### src/hdl/rwlt_pkg.sv
`default_nettype none

package rwlt_pkg;

    // Request codes carried in the low bits of the input tdata.
    typedef enum logic [1:0] {
        OP_READ_ACQ  = 2'd0,
        OP_READ_REL  = 2'd1,
        OP_WRITE_ACQ = 2'd2,
        OP_WRITE_REL = 2'd3
    } op_t;

    // Outcome codes carried in the result tdata.
    typedef enum logic [1:0] {
        WHY_OK      = 2'd0,
        WHY_READERS = 2'd1,
        WHY_WRITER  = 2'd2,
        WHY_ERROR   = 2'd3
    } reason_t;

    typedef enum logic [1:0] {
        ST_CLEAR = 2'd0,
        ST_IDLE  = 2'd1,
        ST_EXEC  = 2'd2
    } state_t;

    // Commands from the controller to the datapath.
    typedef struct packed {
        logic accept;
        logic clear_step;
        logic commit;
    } dp_cmd_t;

    // Status from the datapath to the controller.
    typedef struct packed {
        logic clear_last;
        logic out_free;
    } dp_status_t;

    localparam int IN_TDATA_W  = 16;
    localparam int OUT_TDATA_W = 8;

endpackage : rwlt_pkg

`default_nettype wire

### src/hdl/rwlt_ctrl.sv
`default_nettype none

module rwlt_ctrl (
    input  wire logic                clk,
    input  wire logic                rst_n,
    input  wire logic                s_axis_tvalid,
    output logic                     s_axis_tready,
    input  wire rwlt_pkg::dp_status_t status,
    output rwlt_pkg::dp_cmd_t        cmd
);
    import rwlt_pkg::*;

    state_t state_reg;
    state_t state_next;

    always_ff @(posedge clk or negedge rst_n)
    begin
        if (!rst_n)
        begin
            state_reg <= ST_CLEAR;
        end
        else
        begin
            state_reg <= state_next;
        end
    end

    always_comb
    begin
        state_next = state_reg;
        case (state_reg)
            ST_CLEAR:
            begin
                if (status.clear_last)
                begin
                    state_next = ST_IDLE;
                end
            end
            ST_IDLE:
            begin
                if (s_axis_tvalid)
                begin
                    state_next = ST_EXEC;
                end
            end
            ST_EXEC:
            begin
                if (status.out_free)
                begin
                    state_next = ST_IDLE;
                end
            end
            default:
            begin
                state_next = ST_CLEAR;
            end
        endcase
    end

    always_comb
    begin
        s_axis_tready  = 1'b0;
        cmd.accept     = 1'b0;
        cmd.clear_step = 1'b0;
        cmd.commit     = 1'b0;
        case (state_reg)
            ST_CLEAR:
            begin
                cmd.clear_step = 1'b1;
            end
            ST_IDLE:
            begin
                s_axis_tready = 1'b1;
                cmd.accept    = s_axis_tvalid;
            end
            ST_EXEC:
            begin
                cmd.commit = status.out_free;
            end
            default:
            begin
                s_axis_tready = 1'b0;
            end
        endcase
    end

    // An accepted request is always followed by its execute cycle.
    assert property (@(posedge clk) disable iff (!rst_n)
        cmd.accept |=> (state_reg == ST_EXEC))
        else $error("accepted request did not move to execute");

    // The clearing pass and a request never run together.
    assert property (@(posedge clk) disable iff (!rst_n)
        !(cmd.clear_step && (cmd.accept || cmd.commit)))
        else $error("request overlapped the clearing pass");

endmodule : rwlt_ctrl

`default_nettype wire

### config.mk
export PLATFORM = sky130hd
export DESIGN_NAME = rwlt_ctrl
export DESIGN_NICKNAME = d
export VERILOG_FILES = /design/src/hdl/rwlt_pkg.sv /design/src/hdl/rwlt_ctrl.sv
export SDC_FILE = /design/constraint.sdc
export NUM_CORES = 1
export LEC_CHECK = 0
export BUFFER_PORTS_ARGS = -buffer_cell sky130_fd_sc_hd__buf_2
export CORE_AREA = 2 2 39 41
export CTS_BUF_LIST = sky130_fd_sc_hd__clkbuf_4 sky130_fd_sc_hd__clkbuf_8
export DETAILED_ROUTE_END_ITERATION = 8
export DIE_AREA = 0 0 41 43
export GPL_ROUTABILITY_DRIVEN = 0
export HOLD_SLACK_MARGIN = 0.03
export SYNTH_ARGS = -nofsm -noshare
export SYNTH_HDL_FRONTEND = slang
export SYNTH_SLANG_ARGS = --single-unit
### constraint.sdc
create_clock -name clk -period 1.48 [get_ports clk]
set_input_delay 0.296 -clock clk [delete_from_list [all_inputs] [get_ports clk]]
set_output_delay 0.296 -clock clk [all_outputs]
set_load 0.01 [all_outputs]
## Word-level counts from Yosys, hierarchy flattened

Index checks and enable logic that the tools add are counted.

| operators by class | value |
|---|---|
| equal/unequal tests | 5 |
| muxes and demuxes | 8 |
| reductions and logical operators | 2 |

Operators by type and width:

| cell | count |
|---|---|
| two-way mux 2 bit | 3 |
| inequality test 2 bit, second input constant | 3 |
| case mux 2 bit (3 select lines) | 1 |
| two-way mux 1 bit | 4 |
| AND reduction 3 bit | 1 |
| == test 2 x 1 -> 1 bit, second input constant | 1 |
| == test 2 bit, second input constant | 1 |
| zero test 2 bit | 1 |

| word-level totals | value |
|---|---|
| flip-flop bits (word level) | 2 |
| input bits | 5 |
| output and inout bits | 4 |
| logic and storage cells | 16 |

## Logic depth before layout (Yosys ltp)

Gate-level depths: netlist (run 1).

| depth | value |
|---|---|
| depth after elaboration | 3 |
| gate-level depth with buffers | 2 |
| gate-level depth less buffers | 2 |

## Worst setup path after synthesis (run 1)

OpenSTA, ideal clock, no wires.

| timing | value |
|---|---|
| path type | reg-to-output |
| start | reg state_reg[1] |
| end | out cmd[2] in the netlist's numbering |
| arrival | 670 ps |
| slack | 514 ps |
| stages on the path, launching flop included | 2 |
| path buffers | 0 |
| cell sequence | dfrtp_1 and3b_1 |

RTL lines:

| what | RTL line | RTL |
|---|---|---|
| start: declaration | rwlt_ctrl.sv:13 | `state_t state_reg;` |
| start signal: assignment | rwlt_ctrl.sv:24 | `state_reg <= state_next;` |
| end: declaration | rwlt_ctrl.sv:9 | `output rwlt_pkg::dp_cmd_t cmd` |

## Final worst setup path (run 1)

| timing | value |
|---|---|
| start | reg state_reg[1] |
| end | out s_axis_tready |

| between the ends | value |
|---|---|
| longest elaborated chain between the ends | 2 |

Ends and longest elaborated chain:

| what | RTL line | RTL |
|---|---|---|
| == test 2 x 1 -> 1 bit | rwlt_ctrl.sv:66 | `case (state_reg)` |
| two-way mux 1 bit | rwlt_ctrl.sv:66 |  |
| end: declaration | rwlt_ctrl.sv:7 | `output logic s_axis_tready,` |

Every way passes these cells.

==> results.sh, run 1 <==
export IMPL_yosys_cell_types_count=10
export IMPL_setup_tns_ns=0
export IMPL_unrepaired_setup_endpoints_after_global_routing="false"
export IMPL_clockBufferDepth=2
export IMPL_clk_insertion_delay_late_ns=0.22
export IMPL_synth_seq_area_share_pct=43.48
export IMPL_num_io_pins=9
export IMPL_crit_path_arrival_time_ns=1.04
export IMPL_cts_repair_resized=0
export IMPL_met2_wirelength_um=142
export IMPL_cts_buffers_inserted=3
export IMPL_hp_class="input port to flop"
export IMPL_layout_drive_gt1_share_pct=50.00
export IMPL_antenna_left=0
export IMPL_leakage_nw=0.1100
export IMPL_finalSetupViolCount=0
export IMPL_chipHeight_um=43
export IMPL_final_util_pct=15.01
export IMPL_design_die_area_mm2=0.001763
export IMPL_drt_first_pass_iters=2
export IMPL_initial_utilization_pct=8.318
export IMPL_postSynthCellCount=12
export IMPL_layout_worst_path_cycle_share_pct=90.11
export IMPL_min_path_cells=3
export IMPL_die_x_um=41
export IMPL_max_reg_flops=2
export IMPL_clock_fmax_mhz=749.9
export IMPL_clk_transition_reported_paths_ns=0.03
export IMPL_number_of_antenna_violations_at_the_first_check_in_global_routing=0
export IMPL_grt_max_degree=7
export IMPL_run_status="finished clean"
export IMPL_areaGrowthSynthToFinish_pct=80.44
export IMPL_cts_repair_timing_setup_buffer_count=0
export IMPL_worstSetupEndpointType="primary output"
export IMPL_fillerInstances=157
export IMPL_grt_use_total_pct=4.409
export IMPL_report_power_total_w=0.0003977
export IMPL_tritoncts="yes"
export IMPL_rows=14
export IMPL_core_area_mm2=0.001384
export IMPL_grt_remaining_overflow=0
export IMPL_timing_clock_skew_ns=0.001171
export IMPL_yosys_register_bits=2
export IMPL_worst_r2r_cell_count=2
export IMPL_via_per_inst=3.075
export IMPL_drcViolationCount=0
export IMPL_place_port_buffers=8
export IMPL_tritoncts_num_sinks=2
export IMPL_first_iter_violations=2
export IMPL_synth_net_count=17
export IMPL_setup_worst_path_class="flop to primary output"
export IMPL_synth_avg_cell_area_um2=9.593
export IMPL_wl_met3_um=39
export IMPL_postRouteWirelength_um=323
export IMPL_worstMarginPinSlew_ns=0.1905
export IMPL_timing_critical_path_from_type="flop"
export IMPL_hold_viol_final=0
export IMPL_clockRootBuffer="clkbuf_4"
export IMPL_slew_limit_headroom_pct=87.30
export IMPL_worst_ir_drop_vdd_v=0.0002125
export IMPL_final_nets=31
export IMPL_number_of_global_route_vias_before_repair=133
export IMPL_htreeDepth=1
export IMPL_timing_critical_path_required_ns=1.18
export IMPL_synth_cell_area_um2=115.1
export IMPL_avgRoutedWirePerCell_um=8.075
export IMPL_yosys_warnings=0
export IMPL_power_per_cell_area_mw_per_mm2=1915
export IMPL_cap_viol_max_count=0
export IMPL_vias=123
export IMPL_route_top_layer_used="met3"
export IMPL_post_route_min_period_ns=1.334
export IMPL_maxSlewViolCount=0
export IMPL_wl_met1_um=140
export IMPL_antenna_diode_count=0
export IMPL_grt_pass1_wl_um=441
export IMPL_worst_path_max_fanout=6
export IMPL_total_of_hold_buffers_inserted_after_clock_tree_synthesis=1
-- final timing paths --
check,slack [ns],end,from
max,0.15,s_axis_tready,state_reg[1]
min,0.35,state_reg[0],s_axis_tvalid
max in group asynchronous,0.99,state_reg[0],rst_n
max reg2reg,0.50,state_reg[1],state_reg[1]
min reg2reg,0.55,state_reg[0],state_reg[0]
min in group asynchronous,0.40,state_reg[1],rst_n
-- logic make-up (layout without fill, tap and decap cells) --
| kind of cell | count (synthesis) | count (layout) | synth area share (%) |
|---|---|---|---|
| flip-flops | 2 | 2 | 43.48 |
| buffers and inverters | 1 | 13 | 3.258 |
| AO/OA/AOI/OAI | 1 | 1 | 7.610 |
| multiplexers | 1 | 1 | 8.696 |
| AND/OR/NAND/NOR | 7 | 7 | 36.96 |
-- metrics by stage --
step | hold slack [ns] | instances | area (µm²) | setup slack (ns)
after floorplan | 0.0004090 | 12 | 115.1 | 0.5145
after global placement | 0.08309 | 36 | 175.2 | 0.3884
after detailed placement | 0.08189 | 36 | 175.2 | 0.3864
after CTS | 0.3459 | 40 | 207.7 | 0.1400
after global routing | 0.3795 | 40 | 207.7 | 0.1083
final | 0.3537 | 40 | 207.7 | 0.1464
-- worst max-delay path: stages, from the launching register on --
cell and delay, ns:
dfrtp_1 0.42, and2b_2 0.25, buf_2 0.14
-- cell type report --
cell class                 instances  area [µm²]  area share (%)
multi-input combinational          9       61.31           29.52
sequential                         2       50.05           24.10
timing repair buffer               9       50.05           24.10
clock buffer                       3       22.52           10.84
tap                               16       20.02           9.639
inverter                           1       3.754           1.807
-- cell usage in the layout, fill, tap and decap left out --
| cell type | Yosys | routed |
|---|---|---|
| buf_2 | 0 | 8 |
| clkbuf_4 | 0 | 3 |
| nor2_1 | 2 | 2 |
| dfrtp_1 | 2 | 2 |
| and2b_2 | 1 | 1 |
| and3b_1 | 1 | 1 |
| nand2_1 | 1 | 1 |
| inv_1 | 1 | 1 |
| mux2i_1 | 1 | 1 |
| o2bb2ai_1 | 1 | 1 |
| nor3b_1 | 1 | 1 |
| or2_1 | 1 | 1 |
| dlygate4sd3_1 | 0 | 1 |
-- where the power goes --
| part | switching (W) | internal [W] | leakage [nW] |
|---|---|---|---|
| clock | 0.0000329 | 0.0000897 | 0.0138 |
| combinational | 0.0000702 | 0.0000847 | 0.0710 |
| sequential | 0.0000397 | 0.0000806 | 0.0252 |
| total | 0.000143 | 0.000255 | 0.110 |
-- per-layer routing --
metal  vias to the layer above  track usage, %
met1                        52           3.195
met2                         7           5.313
li1                         64               -
met4                         0           8.000
met5                         -               0
met3                         0           2.618
-- synth_stat cells --
master | number | area (µm²)
nor2_1 | 2 | 7.510
or2_1 | 1 | 6.260
mux2i_1 | 1 | 10.01
nor3b_1 | 1 | 7.510
and2b_2 | 1 | 8.760
o2bb2ai_1 | 1 | 8.760
nand2_1 | 1 | 3.750
dfrtp_1 | 2 | 50.05
inv_1 | 1 | 3.750
and3b_1 | 1 | 8.760
Note: power is estimated with default switching activity, not from simulation.
==> run 2, diff against run 1 <==
==> constraint.sdc (replaced) <==
create_clock -name clk -period 1.48 [get_ports clk]
set_input_delay 0.222 -clock clk [delete_from_list [all_inputs] [get_ports clk]]
set_output_delay 0.222 -clock clk [all_outputs]
set_load 0.01 [all_outputs]
==> run 2 against run 1 <==
Sequential power about the same. Final area did not move. Largest cell class unchanged. Combinational power is essentially flat. Worst hold slack got worse by 0.082 ns. Highest routed layer unchanged.
==> results.sh, run 2 (synthesis results as in run 1) <==
export IMPL_critical_path_max_stage_delay_ns=0.41
export IMPL_setup_worst_path_class="flop to primary output"
export IMPL_layout_drive_gt1_share_pct=50.00
export IMPL_grt_pass1_wl_um=483
export IMPL_drcViolationCount=0
export IMPL_design_die_area_mm2=0.001763
export IMPL_antenna_left=0
export IMPL_layout_worst_path_cycle_share_pct=84.38
export IMPL_worstMarginPinSlew_ns=0.1774
export IMPL_grt_use_total_pct=4.609
export IMPL_cts_repair_resized=0
export IMPL_htreeDepth=1
export IMPL_beginning_of_the_critical_path="state_reg[1]"
export IMPL_antenna_diode_count=0
export IMPL_worstPathCellList="and2b_2 -> buf_2"
export IMPL_holdWs_ns=0.2719
export IMPL_setup_tns_ns=0
export IMPL_crit_path_arrival_time_ns=1.03
export IMPL_leakage_nw=0.1100
export IMPL_timing_critical_path_from_type="flop"
export IMPL_clockBufferDepth=2
export IMPL_cts_buffers_inserted=3
export IMPL_regToRegStartpoint="state_reg[0]"
export IMPL_setup_reg_to_reg_worst_slack_ns=0.52
export IMPL_final_cell_count_no_fill=40
export IMPL_tritoncts_num_sinks=2
export IMPL_initial_utilization_pct=8.318
export IMPL_max_reg_flops=2
export IMPL_timing_clock_skew_ns=0.0002014
export IMPL_worst_ir_drop_vdd_v=0.0002719
export IMPL_first_iter_violations=0
export IMPL_postLayoutCellArea_um2=207.7
export IMPL_clock_fmax_mhz=800.7
export IMPL_maxSlewViolCount=0
export IMPL_final_nets=31
export IMPL_clockRootBuffer="clkbuf_4"
export IMPL_min_delay_src="s_axis_tvalid"
export IMPL_core_area_mm2=0.001384
export IMPL_finalSetupViolCount=0
export IMPL_clk_transition_reported_paths_ns=0.03
export IMPL_power_per_cell_area_mw_per_mm2=1893
export IMPL_num_io_pins=9
export IMPL_via_per_inst=3.075
export IMPL_grt_remaining_overflow=0
export IMPL_clk_insertion_delay_late_ns=0.22
export IMPL_hp_class="input port to flop"
export IMPL_timing_critical_path_required_ns=1.26
export IMPL_post_route_min_period_ns=1.249
export IMPL_postRouteWirelength_um=311
export IMPL_most_used_cells_in_the_layout_excluding_fill_and_tap_cells="buf_2 (8), clkbuf_4 (3), nor2_1 (2), dfrtp_1 (2)"
export IMPL_buf_inv_stages_crit_path=1
export IMPL_inst_count_dp=36
export IMPL_cap_viol_max_count=0
export IMPL_mostFrequentLayoutCell="buf_2"
export IMPL_grt_max_degree=7
export IMPL_placed_cell_area_um2=175.2
export IMPL_cp_slowest_cell="dfrtp_1"
export IMPL_tritoncts="yes"
export IMPL_report_power_total_w=0.0003931
export IMPL_drt_first_pass_iters=1
export IMPL_slew_limit_headroom_pct=88.18
export IMPL_dpl_hpwl_um=238.1
export IMPL_die_x_um=41
export IMPL_place_port_buffers=8
export IMPL_run_status="finished clean"
export IMPL_worst_path_max_fanout=6
export IMPL_timing_critical_path_max_delay_family="flip-flops"
export IMPL_hold_viol_final=0
export IMPL_vias=123
export IMPL_number_of_global_route_vias_before_repair=140
export IMPL_unrepaired_setup_endpoints_after_global_routing="false"
export IMPL_rows=14
export IMPL_chipHeight_um=43
export IMPL_number_of_antenna_violations_at_the_first_check_in_global_routing=0
export IMPL_avgRoutedWirePerCell_um=7.775
export IMPL_worstSetupEndpointType="primary output"
export IMPL_areaGrowthSynthToFinish_pct=80.44
run 2: cell counts in the layout (fill, tap and decap cells not counted):
No cell type changed its count.
run 2: where the power goes:
group          leakage (nW)  internal [W]  switching, W  total, W
Clock                0.0138     0.0000894     0.0000303  0.000120
Sequential           0.0252     0.0000807     0.0000373  0.000118
Combinational        0.0710     0.0000846     0.0000708  0.000155
Total                 0.110      0.000255      0.000138  0.000393
run 2: timing repair:
| action | CTS | global route |
|---|---|---|
| hold endpoints to repair | 2 | 0 |
| hold buffers | 1 | 0 |
| setup buffers | 0 | 0 |
run 2: cell type report:
type | instances | area (µm²)
Clock buffer | 3 | 22.52
Fill cell | 160 | 1176
Inverter | 1 | 3.754
Multi-Input combinational cell | 9 | 61.31
Sequential cell | 2 | 50.05
Tap cell | 16 | 20.02
Timing Repair Buffer | 9 | 50.05
run 2: metal layers:
metal	vias to the layer above	GRT usage [%]	wire, µm
met3	0	2.618	40
met2	7	5.000	136
met4	0	8.000	0
met1	51	4.153	134
met5	-	0	0
li1	65	-	-
run 2: final timing paths:
check	end	cells past startpoint
max in group asynchronous	state_reg[0]	2
min in group asynchronous	state_reg[1]	2
worst min-delay path	state_reg[0]	3
worst max register to register	state_reg[1]	2
worst min register to register	state_reg[0]	1
worst max-delay path	s_axis_tready	2
run 2: worst reg2reg max path, stage by stage (launching register included):
cell,delay (ns)
dfrtp_1,0.41
and3b_1,0.21
or2_1,0.22
run 2: metrics by stage:
stage | setup WS [ns] | utilization (%)
floorplan | 0.5187 | -
global placement | 0.4726 | 12.66
detailed placement | 0.4713 | 12.66
CTS | 0.2170 | 15.01
global route | 0.1926 | 15.01
finish | 0.2311 | 15.01
==> run 3, diff against run 2 <==
- clock period: 1.48 -> 1.1 ns (I/O delays scaled with it)
==> run 3 against run 2 <==
Sequential power up 33%. Utilization up 0.45 points. The run now ends with negative setup slack left. Via count up 1.6%. Die area unchanged.
==> results.sh, run 3 (synthesis results as in run 1) <==
export IMPL_place_port_buffers=8
export IMPL_finalSetupViolCount=3
export IMPL_htreeDepth=1
export IMPL_post_route_min_period_ns=1.179
export IMPL_postRouteWirelength_um=296
export IMPL_tritoncts="yes"
export IMPL_hold_viol_final=0
export IMPL_clock_fmax_mhz=848.1
export IMPL_postLayoutSetupSlackWorst_ns=-0.07908
export IMPL_design_die_area_mm2=0.001763
export IMPL_drt_first_pass_iters=4
export IMPL_first_iter_violations=5
export IMPL_chipHeight_um=43
export IMPL_setup_worst_path_class="flop to primary output"
export IMPL_cap_viol_max_count=0
export IMPL_number_of_global_route_vias_before_repair=124
export IMPL_min_path_cells=3
export IMPL_initial_utilization_pct=8.318
export IMPL_cts_repair_timing_setup_buffer_count=0
export IMPL_worst_ir_drop_vdd_v=0.0005919
export IMPL_unrepaired_setup_endpoints_after_global_routing="true"
export IMPL_die_x_um=41
export IMPL_max_reg_flops=2
export IMPL_worstMarginPinSlew_ns=0.1731
export IMPL_final_nets=31
export IMPL_grt_max_degree=7
export IMPL_multi_input_comb_area_um2=61.31
export IMPL_final_cell_count_no_fill=40
export IMPL_power_per_cell_area_mw_per_mm2=2590
export IMPL_worst_path_max_fanout=6
export IMPL_worstSetupEndpointType="primary output"
export IMPL_antenna_left=0
export IMPL_grt_pass1_wl_um=476
export IMPL_maxSlewViolCount=0
export IMPL_mostFrequentLayoutCell="buf_2"
export IMPL_timing_critical_path_from_type="flop"
export IMPL_clk_insertion_delay_late_ns=0.22
export IMPL_grt_remaining_overflow=0
export IMPL_most_used_cells_in_the_layout_excluding_fill_and_tap_cells="buf_2 (7), clkbuf_4 (3), nor2_1 (2), dfrtp_1 (2)"
export IMPL_layout_worst_path_cycle_share_pct=107.2
export IMPL_antenna_diode_count=0
export IMPL_hp_class="input port to flop"
export IMPL_via_per_inst=3.125
export IMPL_fillerInstances=155
export IMPL_rows=14
export IMPL_tritoncts_num_sinks=2
export IMPL_drcViolationCount=0
export IMPL_inst_count_dp=36
export IMPL_cts_buffers_inserted=3
export IMPL_layout_drive_gt1_share_pct=50.00
export IMPL_slew_limit_headroom_pct=88.46
export IMPL_clockRootBuffer="clkbuf_4"
export IMPL_avgRoutedWirePerCell_um=7.400
export IMPL_timing_critical_path_required_ns=0.94
export IMPL_failed_checks="negative setup slack"
export IMPL_areaGrowthSynthToFinish_pct=85.87
export IMPL_worst_r2r_cell_count=2
export IMPL_crit_path_arrival_time_ns=1.01
export IMPL_leakage_nw=0.1108
export IMPL_sequential_cell_area_um2=50.05
export IMPL_holdWs_ns=0.2256
export IMPL_number_of_antenna_violations_at_the_first_check_in_global_routing=0
export IMPL_vias=125
export IMPL_core_area_mm2=0.001384
export IMPL_clk_transition_reported_paths_ns=0.03
export IMPL_grt_use_total_pct=4.915
export IMPL_timing_clock_skew_ns=0.0008725
export IMPL_dpl_hpwl_um=217.3
export IMPL_clockBufferDepth=2
export IMPL_num_io_pins=9
export IMPL_run_status="finished with violations"
run 3: cell count changes in the layout (fill, tap and decap cells not counted):
cell	change
buf_6	+1
buf_2	-1
run 3: what timing repair did:
action | CTS | global route
setup endpoints to repair | 2 | 3
hold buffers | 1 | 0
pin swaps | 0 | 1
endpoints found under the hold margin | 2 | 0
resized for setup | 1 | 0
cloned | 0 | 0
run 3: report_power, final:
part	total (W)	switching (W)	leakage (nW)	internal (W)
Clock	0.000161	0.0000406	0.0138	0.000120
Sequential	0.000157	0.0000488	0.0252	0.000109
Combinational	0.000236	0.0000982	0.0719	0.000138
run 3: critical path, stage by stage (launching register included):
cell	delay, ns
dfrtp_1	0.41
and2b_2	0.26
buf_6	0.12
run 3: layout make-up:
type                       count  share of cell area, %
tap                           16                  9.357
multi-input combinational      9                  28.65
sequential                     2                  23.39
timing repair buffer           9                  26.32
clock buffer                   3                  10.53
inverter                       1                  1.754
run 3: worst paths after layout:
| path | from | slack, ns | to |
|---|---|---|---|
| max in group asynchronous | rst_n | 0.74 | state_reg[1] |
| min in group asynchronous | rst_n | 0.26 | state_reg[0] |
| worst max-delay path | state_reg[1] | -0.08 | s_axis_tready |
| worst min register to register | state_reg[0] | 0.53 | state_reg[0] |
| worst min-delay path | s_axis_tvalid | 0.23 | state_reg[0] |
| worst max register to register | state_reg[0] | 0.14 | state_reg[1] |
run 3: per-layer routing:
| metal | wire (µm) | vias to the layer above | part of all wire (%) | GRT usage [%] |
|---|---|---|---|---|
| li1 | - | 67 | - | - |
| met1 | 147 | 51 | 50 | 5.449 |
| met2 | 115 | 7 | 39 | 4.375 |
| met3 | 33 | 0 | 11 | 3.141 |
| met4 | 0 | 0 | 0 | 8.000 |
| met5 | 0 | - | 0 | 0 |
run 3: through the flow:
stage,TNS (ns),worst slack (ns),instance area [µm²],power (W),utilization [%]
after floorplan,0,0.1387,115.1,0.0002776,-
after global routing,-0.3440,-0.1412,214.0,0.0006134,15.46
after global placement,0,0.1280,175.2,0.0003677,12.66
after detailed placement,0,0.1339,175.2,0.0003648,12.66
final,-0.1560,-0.07908,214.0,0.0005542,15.46
after CTS,-0.1795,-0.09451,214.0,0.0005690,15.46
